===== config.mk =====
export PLATFORM = sky130hd
export DESIGN_NAME = shaded_triangle_rasterizer_core
export DESIGN_NICKNAME = d
export VERILOG_FILES = /design/src/hdl/str_pkg.sv /design/src/hdl/shaded_triangle_rasterizer_core.sv /design/src/hdl/str_div.sv /design/src/hdl/str_datapath.sv /design/src/hdl/str_ctrl.sv
export SDC_FILE = /design/constraint.sdc
export NUM_CORES = 2
export LEC_CHECK = 0
export BUFFER_PORTS_ARGS = -buffer_cell sky130_fd_sc_hd__buf_2
export CAP_MARGIN = 20
export CORE_ASPECT_RATIO = 2
export CORE_UTILIZATION = 38
export DETAILED_ROUTE_END_ITERATION = 16
export PLACE_DENSITY = 0.49
export SYNTH_ARGS = -nofsm -noshare
export SYNTH_HDL_FRONTEND = slang
export SYNTH_SLANG_ARGS = --single-unit

===== constraint.sdc =====
create_clock -name clk_i -period 10.2 [get_ports clk_i]
set_input_delay 1.02 -clock clk_i [delete_from_list [all_inputs] [get_ports clk_i]]
set_output_delay 1.02 -clock clk_i [all_outputs]
set_load 0.005 [all_outputs]

===== src/hdl/str_pkg.sv =====
// Shared types, constants and helper functions for the shaded triangle rasteriser.
// Depends on nothing; every other file of the block imports it.
`timescale 1ns / 1ps
package str_pkg;

  localparam int COORD_BITS = 10;
  localparam int FRAC_BITS  = 16;
  localparam int CHAN_BITS  = 8;
  localparam int VAL_BITS   = (COORD_BITS > CHAN_BITS) ? COORD_BITS : CHAN_BITS;
  localparam int ACC_W      = VAL_BITS + FRAC_BITS + 2;
  localparam int CNT_W      = $clog2(ACC_W + 1);
  localparam int SHADE_W    = CHAN_BITS + FRAC_BITS;
  localparam int PROD_W     = 2 * CHAN_BITS;

  typedef logic signed [ACC_W-1:0] acc_t;
  typedef logic [COORD_BITS-1:0]   coord_t;

  typedef struct packed {
    logic        mode;
    logic [9:0]  ax;
    logic [9:0]  ay;
    logic [7:0]  ah;
    logic [9:0]  bx;
    logic [9:0]  by;
    logic [7:0]  bh;
    logic [9:0]  cx;
    logic [9:0]  cy;
    logic [7:0]  ch;
    logic [23:0] base_color;
  } in_item_t;

  typedef struct packed {
    logic [9:0]  pixel_x;
    logic [9:0]  pixel_y;
    logic [23:0] pixel_color;
    logic        last;
  } out_item_t;

  typedef struct packed {
    coord_t               x;
    coord_t               y;
    logic [CHAN_BITS-1:0] h;
  } vtx_t;

  localparam logic MODE_LOAD = 1'b0;

  typedef enum logic [2:0] {
    JOB_LONG_X,
    JOB_LONG_H,
    JOB_SHORT_X,
    JOB_SHORT_H,
    JOB_SPAN
  } job_e;

  typedef enum logic [2:0] {
    ST_IDLE,
    ST_DIV_START,
    ST_DIV_WAIT,
    ST_ROW,
    ST_SPAN,
    ST_WAIT,
    ST_SHADE,
    ST_EMIT
  } state_e;

  typedef struct packed {
    logic load;
    logic row_enter;
    logic span_setup;
    logic div_start;
    logic shade;
    logic emit;
    job_e job;
  } cmd_t;

  typedef struct packed {
    logic div_done;
    logic enter_lower;
    logic span_more;
    logic last_row;
    logic out_free;
  } status_t;

  // Integer part of an edge accumulator, clamped to the coordinate range
  function automatic coord_t int_part(acc_t a);
    acc_t v;
    v = a >>> FRAC_BITS;
    if (a < 0) return '0;
    if (v > acc_t'((2 ** COORD_BITS) - 1)) return '1;
    return v[COORD_BITS-1:0];
  endfunction

  // Fixed-point edge numerator: (d1 - d0) scaled by one
  function automatic acc_t edge_num(logic [VAL_BITS-1:0] d0, logic [VAL_BITS-1:0] d1);
    logic signed [VAL_BITS:0] d;
    d = $signed({1'b0, d1}) - $signed({1'b0, d0});
    return acc_t'(d) <<< FRAC_BITS;
  endfunction

  // Exact floor(p / 255) for p up to 255 * 255
  function automatic logic [CHAN_BITS-1:0] div255(logic [PROD_W-1:0] p);
    logic [CHAN_BITS-1:0] q0;
    logic [CHAN_BITS:0]   r;
    q0 = p[PROD_W-1:CHAN_BITS];
    r  = {1'b0, p[CHAN_BITS-1:0]} + {1'b0, q0};
    return (r >= (CHAN_BITS + 1)'(255)) ? q0 + CHAN_BITS'(1) : q0;
  endfunction

endpackage


===== src/hdl/shaded_triangle_rasterizer_core.sv =====
// Top level of the shaded triangle rasteriser: controller plus datapath.
// Depends on str_pkg, str_ctrl and str_datapath (which holds str_div).
//
//   channel | direction | handshake              | word
//   in      | input     | in_valid_i / in_ready_o   | str_pkg::in_item_t
//   out     | output    | out_valid_o / out_ready_i | str_pkg::out_item_t
//
// A load word takes 4 slope divisions on the shared radix-2 divider, plus one
// span division for the first row.
// A step word within a span passes through accept, shade multiply and output.
// A step that ends a row adds one span division, two more on entering the lower half.
// Reset clears the controller to idle and empties the output register.
// A stalled output holds the block in its output state; no word is taken meanwhile.
`timescale 1ns / 1ps
module shaded_triangle_rasterizer_core (
  input  logic                clk_i,
  input  logic                rst_ni,
  input  logic                in_valid_i,
  output logic                in_ready_o,
  input  str_pkg::in_item_t   in_data_i,
  output logic                out_valid_o,
  input  logic                out_ready_i,
  output str_pkg::out_item_t  out_data_o
);
  import str_pkg::*;

  cmd_t    cmd;
  status_t status;

  str_ctrl u_ctrl (
    .clk_i      (clk_i),
    .rst_ni     (rst_ni),
    .in_valid_i (in_valid_i),
    .in_ready_o (in_ready_o),
    .in_mode_i  (in_data_i.mode),
    .status_i   (status),
    .cmd_o      (cmd)
  );

  str_datapath u_datapath (
    .clk_i       (clk_i),
    .rst_ni      (rst_ni),
    .cmd_i       (cmd),
    .status_o    (status),
    .in_data_i   (in_data_i),
    .out_valid_o (out_valid_o),
    .out_ready_i (out_ready_i),
    .out_data_o  (out_data_o)
  );

endmodule


===== src/hdl/str_div.sv =====
// Radix-2 restoring divider for slopes: signed numerator over unsigned denominator.
// Truncates toward zero; a zero denominator gives zero. Depends on str_pkg.
`timescale 1ns / 1ps
module str_div (
  input  logic          clk_i,
  input  logic          rst_ni,
  input  logic          start_i,
  input  str_pkg::acc_t num_i,
  input  str_pkg::coord_t den_i,
  output logic          done_o,
  output str_pkg::acc_t quo_o
);
  import str_pkg::*;

  logic [ACC_W-1:0]  quo_q, quo_d;
  coord_t            rem_q, rem_d;
  coord_t            den_q;
  logic [CNT_W-1:0]  cnt_q, cnt_d;
  logic              neg_q, zero_q, done_q, done_d;
  logic [COORD_BITS:0] rem_sh;

  // One quotient bit a cycle
  always_comb begin
    rem_sh = {rem_q, quo_q[ACC_W-1]};
    quo_d  = quo_q;
    rem_d  = rem_q;
    cnt_d  = cnt_q;
    done_d = 1'b0;
    if (start_i) begin
      quo_d = (num_i < 0) ? ACC_W'(-num_i) : ACC_W'(num_i);
      rem_d = '0;
      cnt_d = CNT_W'(ACC_W);
    end else if (cnt_q != '0) begin
      if (rem_sh >= {1'b0, den_q}) begin
        rem_d = COORD_BITS'(rem_sh - {1'b0, den_q});
        quo_d = {quo_q[ACC_W-2:0], 1'b1};
      end else begin
        rem_d = rem_sh[COORD_BITS-1:0];
        quo_d = {quo_q[ACC_W-2:0], 1'b0};
      end
      cnt_d  = cnt_q - CNT_W'(1);
      done_d = (cnt_q == CNT_W'(1));
    end
  end

  always_ff @(posedge clk_i or negedge rst_ni) begin
    if (!rst_ni) begin
      cnt_q  <= '0;
      done_q <= 1'b0;
    end else begin
      cnt_q  <= cnt_d;
      done_q <= done_d;
    end
  end

  always_ff @(posedge clk_i) begin
    quo_q <= quo_d;
    rem_q <= rem_d;
    if (start_i) begin
      den_q  <= den_i;
      neg_q  <= (num_i < 0);
      zero_q <= (den_i == '0);
    end
  end

  assign done_o = done_q;
  assign quo_o  = zero_q ? '0 : (neg_q ? -$signed(quo_q) : $signed(quo_q));

endmodule


===== src/hdl/str_datapath.sv =====
// Datapath: sorted vertices, edge and span accumulators, shading and the output word.
// Depends on str_pkg and str_div.
`timescale 1ns / 1ps
module str_datapath (
  input  logic                clk_i,
  input  logic                rst_ni,
  input  str_pkg::cmd_t       cmd_i,
  output str_pkg::status_t    status_o,
  input  str_pkg::in_item_t   in_data_i,
  output logic                out_valid_o,
  input  logic                out_ready_i,
  output str_pkg::out_item_t  out_data_o
);
  import str_pkg::*;

  vtx_t      vtx_q [3];
  vtx_t      srt [3];
  vtx_t      tmp;
  logic [23:0] color_q;
  acc_t      long_x_q, long_xs_q, long_h_q, long_hs_q;
  acc_t      short_x_q, short_xs_q, short_h_q, short_hs_q;
  acc_t      span_h_q, span_hs_q, span_num_q;
  coord_t    span_den_q;
  coord_t    cur_x_q, right_q, cur_y_q;
  logic      lower_q;
  logic [PROD_W-1:0] prod_q [3];
  out_item_t out_q;
  logic      out_valid_q;

  acc_t      div_num, div_quo;
  coord_t    div_den;
  logic      div_done;
  coord_t    lx, rx;
  acc_t      lh, rh;
  logic [SHADE_W-1:0] h_mag;
  logic      span_more, last_row;
  vtx_t      ea, eb;

  // Sort the incoming vertices by y with three compare-swaps
  always_comb begin
    tmp    = '0;
    srt[0] = '{coord_t'(in_data_i.ax), coord_t'(in_data_i.ay), in_data_i.ah};
    srt[1] = '{coord_t'(in_data_i.bx), coord_t'(in_data_i.by), in_data_i.bh};
    srt[2] = '{coord_t'(in_data_i.cx), coord_t'(in_data_i.cy), in_data_i.ch};
    if (srt[1].y < srt[0].y) begin
      tmp = srt[0]; srt[0] = srt[1]; srt[1] = tmp;
    end
    if (srt[2].y < srt[0].y) begin
      tmp = srt[0]; srt[0] = srt[2]; srt[2] = tmp;
    end
    if (srt[2].y < srt[1].y) begin
      tmp = srt[1]; srt[1] = srt[2]; srt[2] = tmp;
    end
  end

  // Pick the divider operands for the current job
  always_comb begin
    ea = lower_q ? vtx_q[1] : vtx_q[0];
    eb = lower_q ? vtx_q[2] : vtx_q[1];
    case (cmd_i.job)
      JOB_LONG_X: begin
        div_num = edge_num(VAL_BITS'(vtx_q[0].x), VAL_BITS'(vtx_q[2].x));
        div_den = vtx_q[2].y - vtx_q[0].y;
      end
      JOB_LONG_H: begin
        div_num = edge_num(VAL_BITS'(vtx_q[0].h), VAL_BITS'(vtx_q[2].h));
        div_den = vtx_q[2].y - vtx_q[0].y;
      end
      JOB_SHORT_X: begin
        div_num = edge_num(VAL_BITS'(ea.x), VAL_BITS'(eb.x));
        div_den = eb.y - ea.y;
      end
      JOB_SHORT_H: begin
        div_num = edge_num(VAL_BITS'(ea.h), VAL_BITS'(eb.h));
        div_den = eb.y - ea.y;
      end
      default: begin
        div_num = span_num_q;
        div_den = span_den_q;
      end
    endcase
  end

  str_div u_div (
    .clk_i   (clk_i),
    .rst_ni  (rst_ni),
    .start_i (cmd_i.div_start),
    .num_i   (div_num),
    .den_i   (div_den),
    .done_o  (div_done),
    .quo_o   (div_quo)
  );

  // Span ends, swapped so that the cursor walks left to right
  always_comb begin
    lx = int_part(short_x_q);
    rx = int_part(long_x_q);
    lh = short_h_q;
    rh = long_h_q;
    if (rx < lx) begin
      lx = int_part(long_x_q);
      rx = int_part(short_x_q);
      lh = long_h_q;
      rh = short_h_q;
    end
  end

  assign h_mag     = (span_h_q > 0) ? span_h_q[SHADE_W-1:0] : '0;
  assign span_more = (cur_x_q < right_q);
  assign last_row  = lower_q && (cur_y_q >= vtx_q[2].y);

  // Triangle state and accumulators
  always_ff @(posedge clk_i) begin
    if (cmd_i.load) begin
      vtx_q     <= srt;
      color_q   <= in_data_i.base_color;
      long_x_q  <= acc_t'(srt[0].x) <<< FRAC_BITS;
      long_h_q  <= acc_t'(srt[0].h) <<< FRAC_BITS;
      short_x_q <= acc_t'(srt[0].x) <<< FRAC_BITS;
      short_h_q <= acc_t'(srt[0].h) <<< FRAC_BITS;
      cur_y_q   <= srt[0].y;
      lower_q   <= 1'b0;
    end
    if (cmd_i.row_enter) begin
      lower_q   <= 1'b1;
      short_x_q <= acc_t'(vtx_q[1].x) <<< FRAC_BITS;
      short_h_q <= acc_t'(vtx_q[1].h) <<< FRAC_BITS;
    end
    if (div_done) begin
      case (cmd_i.job)
        JOB_LONG_X:  long_xs_q  <= div_quo;
        JOB_LONG_H:  long_hs_q  <= div_quo;
        JOB_SHORT_X: short_xs_q <= div_quo;
        JOB_SHORT_H: short_hs_q <= div_quo;
        default:     span_hs_q  <= div_quo;
      endcase
    end
    if (cmd_i.span_setup) begin
      cur_x_q    <= lx;
      right_q    <= rx;
      span_h_q   <= lh;
      span_num_q <= rh - lh;
      span_den_q <= rx - lx;
    end
    // Multiply at full width before dropping the fraction bits
    if (cmd_i.shade) begin
      for (int i = 0; i < 3; i++) begin
        prod_q[i] <= PROD_W'(((SHADE_W + CHAN_BITS)'(color_q[8*(2-i) +: 8]) * h_mag)
                             >> FRAC_BITS);
      end
    end
    // Advance the cursor along the span, or step every edge down one row
    if (cmd_i.emit) begin
      if (span_more) begin
        cur_x_q  <= cur_x_q + COORD_BITS'(1);
        span_h_q <= span_h_q + span_hs_q;
      end else begin
        long_x_q  <= long_x_q + long_xs_q;
        long_h_q  <= long_h_q + long_hs_q;
        short_x_q <= short_x_q + short_xs_q;
        short_h_q <= short_h_q + short_hs_q;
        if (!last_row) cur_y_q <= cur_y_q + COORD_BITS'(1);
      end
      out_q.pixel_x     <= 10'(cur_x_q);
      out_q.pixel_y     <= 10'(cur_y_q);
      out_q.pixel_color <= {div255(prod_q[0]), div255(prod_q[1]), div255(prod_q[2])};
      out_q.last        <= !span_more && last_row;
    end
  end

  // Output word valid flag
  always_ff @(posedge clk_i or negedge rst_ni) begin
    if (!rst_ni) begin
      out_valid_q <= 1'b0;
    end else if (cmd_i.emit) begin
      out_valid_q <= 1'b1;
    end else if (out_ready_i) begin
      out_valid_q <= 1'b0;
    end
  end

  assign status_o.div_done    = div_done;
  assign status_o.enter_lower = !lower_q && (cur_y_q >= vtx_q[1].y);
  assign status_o.span_more   = span_more;
  assign status_o.last_row    = last_row;
  assign status_o.out_free    = !out_valid_q || out_ready_i;
  assign out_valid_o          = out_valid_q;
  assign out_data_o           = out_q;

endmodule


===== src/hdl/str_ctrl.sv =====
// Controller: sequences triangle load, slope divisions, span setup and fragment output.
// Depends on str_pkg.
`timescale 1ns / 1ps
module str_ctrl (
  input  logic             clk_i,
  input  logic             rst_ni,
  input  logic             in_valid_i,
  output logic             in_ready_o,
  input  logic             in_mode_i,
  input  str_pkg::status_t status_i,
  output str_pkg::cmd_t    cmd_o
);
  import str_pkg::*;

  state_e state_q, state_d;
  job_e   job_q, job_d;
  logic   accept;

  always_ff @(posedge clk_i or negedge rst_ni) begin
    if (!rst_ni) begin
      state_q <= ST_IDLE;
      job_q   <= JOB_LONG_X;
    end else begin
      state_q <= state_d;
      job_q   <= job_d;
    end
  end

  // Next state and commands
  always_comb begin
    state_d    = state_q;
    job_d      = job_q;
    cmd_o      = '0;
    cmd_o.job  = job_q;
    in_ready_o = (state_q == ST_IDLE) || (state_q == ST_WAIT);
    accept     = in_valid_i && in_ready_o;
    case (state_q)
      ST_IDLE, ST_WAIT: begin
        if (accept) begin
          if (in_mode_i == MODE_LOAD) begin
            cmd_o.load = 1'b1;
            job_d      = JOB_LONG_X;
            state_d    = ST_DIV_START;
          end else if (state_q == ST_WAIT) begin
            state_d = ST_SHADE;
          end
        end
      end
      ST_DIV_START: begin
        cmd_o.div_start = 1'b1;
        state_d         = ST_DIV_WAIT;
      end
      ST_DIV_WAIT: begin
        if (status_i.div_done) begin
          case (job_q)
            JOB_LONG_X: begin
              job_d = JOB_LONG_H;  state_d = ST_DIV_START;
            end
            JOB_LONG_H: begin
              job_d = JOB_SHORT_X; state_d = ST_DIV_START;
            end
            JOB_SHORT_X: begin
              job_d = JOB_SHORT_H; state_d = ST_DIV_START;
            end
            JOB_SHORT_H: state_d = ST_ROW;
            default:     state_d = ST_WAIT;
          endcase
        end
      end
      ST_ROW: begin
        if (status_i.enter_lower) begin
          cmd_o.row_enter = 1'b1;
          job_d           = JOB_SHORT_X;
          state_d         = ST_DIV_START;
        end else begin
          state_d = ST_SPAN;
        end
      end
      ST_SPAN: begin
        cmd_o.span_setup = 1'b1;
        job_d            = JOB_SPAN;
        state_d          = ST_DIV_START;
      end
      ST_SHADE: begin
        cmd_o.shade = 1'b1;
        state_d     = ST_EMIT;
      end
      ST_EMIT: begin
        if (status_i.out_free) begin
          cmd_o.emit = 1'b1;
          if (status_i.span_more)     state_d = ST_WAIT;
          else if (status_i.last_row) state_d = ST_IDLE;
          else                        state_d = ST_ROW;
        end
      end
      default: state_d = ST_IDLE;
    endcase
  end

endmodule

[Word level (Yosys, flattened, before mapping)]
Memories as Yosys holds them, arrays and structs flattened.
Index checks and enable logic that the tools add are counted.
W data, S select, Z words.
Operators by class
  multiplexer cells: 105
  equal/unequal tests: 18
  order comparisons: 17
  add/sub/neg operators: 25
  multiply operators: 3
  bitwise logic cells: 1
  reduce and logical (&&, ||, !) cells: 28
Operator list (count)
  $mux W28: 28
  $mux W10: 22
  $add A28 B28 Y28: 5
  $mux W56: 2
  $pmux W28 S4: 1
  $mul A8 B24 Y32: 3
  $lt A28 B1 Y1 const B: 3
  $neg A28 Y28: 2
  $lt A10 B10 Y1: 5
  $sub A10 B10 Y10: 4
  $mux W3: 11
  $mux W1: 29
  $gt A28 B1 Y1 const B: 1
  $sub A28 B28 Y28: 1
  $add A8 B8 Y9: 3
  $ge A9 B8 Y1 const B: 3
  $add A8 B1 Y8 const B: 3
  $gt A12 B11 Y1 const B: 2
  $mux W24: 1
  $mux W8: 3
  $sub A10 B10 Y11: 2
  $pmux W3 S7: 1
  $add A10 B1 Y10 const B: 2
  $ge A10 B10 Y1: 2
  32 further kinds: 58
Word-level totals
  register bits: 565
  output and inout bits: 47
  logic and storage cells: 238
  memories kept: 1
  input bits: 113
  bits in writable memories: 48
Memories
  u_datapath.prod_q: depth 3, width 16, rd ports 3, clocked after memory_dff 0, write ports 3, line str_datapath.sv:26  | logic [PROD_W-1:0] prod_q [3];

[Depth between registers and ports, before layout]
  depth in word-level cells: 15
  depth in mapped cells: 31
  mapped depth without buffers: 24

[Hierarchy]
A second synthesis with hierarchy kept.
Second synthesis, totals
  cells, all modules: 6023
  area total of the unflattened synthesis: 56623.1 µm²
Modules (own cells, without submodules)
  str_datapath: times used 1, area each 51758.4 µm², cells an instance 5475, sequential area each 14929.3 µm²
  str_div: times used 1, area each 4324.1 µm², cells an instance 485, sequential area each 1551.5 µm²
  str_ctrl: times used 1, area each 540.5 µm², cells an instance 63, sequential area each 150.1 µm²

[Worst setup path after synthesis]
No wires, ideal clock.
  kind: in2reg
  start point: in in_data_i[89] in the netlist's numbering
  end point: reg u_datapath.vtx_q[18] in the netlist's numbering, data pin
  stages on the path: 31
  slack: 2.513 ns
  required time: 9.945 ns
  buffers on the path: 7
  data arrival time: 7.431 ns
  library setup time: 0.255 ns
  cell sequence: inv_1 -> ha_1 -> a21oi_1 -> o21ai_1 -> a211oi_1 -> o31ai_2 -> clkbuf_1 -> buf_1 -> mux2i_1 -> ha_1 -> and3_1 -> a221oi_1 -> o221ai_1 -> or3_1 -> o21ai_1 -> buf_2 -> buf_2 -> buf_1 -> nand2_1 -> o21ai_0 -> inv_1 -> ha_1 -> a21o_1 -> a21o_1 -> a21oi_1 -> o211ai_1 -> buf_2 -> mux2_2 -> buf_2 -> o22ai_1 -> nor2_1
RTL lines
  start: declaration: line shaded_triangle_rasterizer_core.sv:20  | input str_pkg::in_item_t in_data_i,
  end signal: assignment: line str_datapath.sv:115  | vtx_q <= srt;
  end: declaration: line str_datapath.sv:16  | vtx_t vtx_q [3];

==> out/metrics.yaml <==
status: "finished, final reports clean"
p_sw_share_pct: 50.69
yosys.area.top_type_share_pct: 23.17
drt_iter0_markers: 2348
max-cap-violations: 0
pwr_density_cell_nw_per_um2: 396.0
crit_type: "reg -> reg"
portBuffers: 159
worstSkewPairLatency_ns: 0.66
core_area_um2: 145400
root_buffer: "clkbuf_16"
die_area_um2: 147900
combPwrFrac_pct: 69.2
switching_power_mw: 12.25
final_max_slew_viol_count: 0
syn_area_um2: 55590
finalSetupViolations: 0
synth_warnings: 0
power_frac_clock_pct: 11.0
post_cts_buffers: 0
cts-htree-levels: 3
synth.area.top_cells: "edfxtp_1 23%, fa_1 15%, ha_1 10%, dfxtp_1 6.2%, and3_1 4.1%"
maxSlewHeadroom_pct: 16.85
hold_violations: 0
p_leak_nw: 27.93
syn_inst: 5955
place_ws_ns: 2.227
synth_cell_types: 91
cp-end-kind: "flip-flop"
vias: 44460
path_max_fanout: 231
ys_seq_area_share_pct: 29.91
ir_worst_vdd_v: 0.0003200
cp.required_ns: 10.60
synth_nets: 6924
groute.usage.overall_pct: 25.73
clockBufferDepth: 3
seqPwrFrac_pct: 19.8
finalCriticalPeriod_ns: 7.747
grt_pass1_wl_mm: 282.7
nFillCells: 14520
die_y_um: 542.9
drt_wl_total_mm: 191.2
start_kind: "flip-flop"
grt_max_degree: 232
io_pins: 160
cts_resized: 0
largest_reg_flops: 84
startpoint: "u_datapath.span_h_q[2]"
rsz0062_at_grt: "false"
hp-class: "in -> async"
ys_async_sr_fraction_pct: 2.121
max_clock_freq_ghz: 0.1291
largest_register: "u_datapath.vtx_q"
path_clk_slew_ns: 0.07
r2r_start: "u_datapath.span_h_q[2]"
postCtsHoldBufs: 0
nNetsFinal: 6982
cts_tree: "done"
firstDrtPassIters: 5
tns_ns: 0
final_cell_mix: "582 x inv_1, 518 x nand2_1, 448 x ha_1"
dieWidth_um: 272.5
mostFrequentLayoutCell: "inv_1"
row_count: 198
internal_power_mw: 11.92
gp_congestion: 0.9316
postRouteAntennaNets: 0
yosysTopAreaCell: "edfxtp_1"
grt-ovfl-total: 0
fin_crit_sh_pct: 75.95
start_util_pct: 38.23
wl_per_cell_um: 23.99
avgSynthCellArea_um2: 9.336
tightest_slew_ns: 1.243
instances_no_fill: 7970
setup_slack_ns: 2.453
synth_seq_cells: 613
grt_pass1_vias: 46210
drive_above_1_share_pct: 7.827
antenna_found_initial: 2
synth-edff-count: 429
cts_made_buffers: 68
dpl.hpwl_mm: 149.0
finalClockSkew_ns: 0.02747
dp_cells: 7840
ys.flop_type: "edfxtp_1"
drc: 0
via_per_inst: 5.578
clkSinkCount: 613
area_growth_pct: 9.788
worst-endpoint-arrival_ns: 8.14
-- metrics by stage --
step / power (mW) / utilization, % / hold WS, ns / cell area (um2)
5_1_grt: 26.29 / 41.97 / 0.3106 / 61040
4_1_cts: 24.45 / 41.93 / 0.2828 / 60980
3_3_place_gp: 21.48 / 40.32 / 0.4399 / 58630
6_report: 24.17 / 41.97 / 0.3113 / 61040
2_1_floorplan: 16.03 / - / 0.4291 / 55590
3_5_place_dp: 21.61 / 40.34 / 0.4488 / 58670
-- final timing paths --
| path | cells after the start | end | slack [ns] |
|---|---|---|---|
| max | 23 | u_datapath.prod_q[0][10] | 2.45 |
| min | 1 | u_ctrl.state_q[0] | 0.31 |
| max reg2reg | 23 | u_datapath.prod_q[0][10] | 2.45 |
| min reg2reg | 2 | u_datapath.long_x_q[12] | 0.46 |
| max in group asynchronous | 1 | u_ctrl.job_q[2] | 9.55 |
| min in group clk_i | 2 | u_datapath.long_x_q[12] | 0.46 |
-- critical path, stage by stage, from the launching register on --
cell,delay [ns]
dfxtp_1,0.30
buf_4,0.25
nor4_1,0.53
a41oi_4,0.24
buf_12,0.31
and3_1,0.32
fa_1,0.57
fa_1,0.44
fa_1,0.50
inv_1,0.05
fa_1,0.47
inv_1,0.04
ha_1,0.28
a21o_1,0.18
a21o_1,0.17
a21o_1,0.17
a21oi_1,0.52
o21ai_0,0.44
o2111ai_1,0.31
nand3_1,0.26
or4_1,0.51
a31o_2,0.27
a21oi_1,0.17
xnor2_1,0.08
-- synthesized netlist by cell type (all sizes together) (62+ instances only) --
library cell and n:
clkbuf 243, fa 408, dfxtp 171, edfxtp 429
mux2i 76, o21ai 362, a21oi 330, nand3 112
a21o 135, inv 584, o211ai 76, nor2b 72
nor3 66, nand2 520, xnor2 181, o22ai 62
ha 448, nand2b 72, and2 122, nor2 340
xor2 146, and3 364
-- cell type report --
| type | count | area, um2 | share of cell area, % |
|---|---|---|---|
| diodes | 1 | 2.502 | 0.004100 |
| flip-flops and latches | 613 | 16630 | 27.25 |
| repair buffers | 274 | 1727 | 2.829 |
| multi-input cells | 4471 | 35780 | 58.62 |
| well taps | 1900 | 2377 | 3.895 |
| inverters | 585 | 2206 | 3.614 |
| clock inverters | 42 | 478.0 | 0.7831 |
| clock buffers | 84 | 1836 | 3.007 |
-- kinds of logic (layout without fill, tap and decap cells) --
group                      count (synthesis)  after routing  share of synthesized area, %
buffers and inverters                    871            985                         5.924
DFF                                      613            613                         29.91
muxes                                    113            113                         2.165
other                                      0              1                             0
and+or+nand+nor                         1794           1794                         16.07
xor gates and xnor gates                 327            327                         5.152
AOI/OAI and AO/OA                       1339           1339                         15.24
adders and majority gates                898            898                         25.54
-- power by group through the flow --
stage | Clock (mW) | Combinational [mW] | Sequential [mW]
final | 2.66 | 16.7 | 4.77
after global routing | 2.81 | 18.6 | 4.85
after CTS | 2.74 | 16.9 | 4.78
after detailed placement | 0 | 16.8 | 4.82
after global placement | 0 | 16.7 | 4.82
after floorplan | 0 | 11.6 | 4.48
-- layer usage --
metal / up-vias / track usage [%] / wire (um)
li1: 20960 / - / -
met1: 22000 / 22.56 / 60980
met2: 1024 / 51.96 / 107600
met3: 473 / 2.400 / 5321
met4: 0 / 20.19 / 17250
met5: - / 0 / 0
Power figures use the tool's default switching activity.
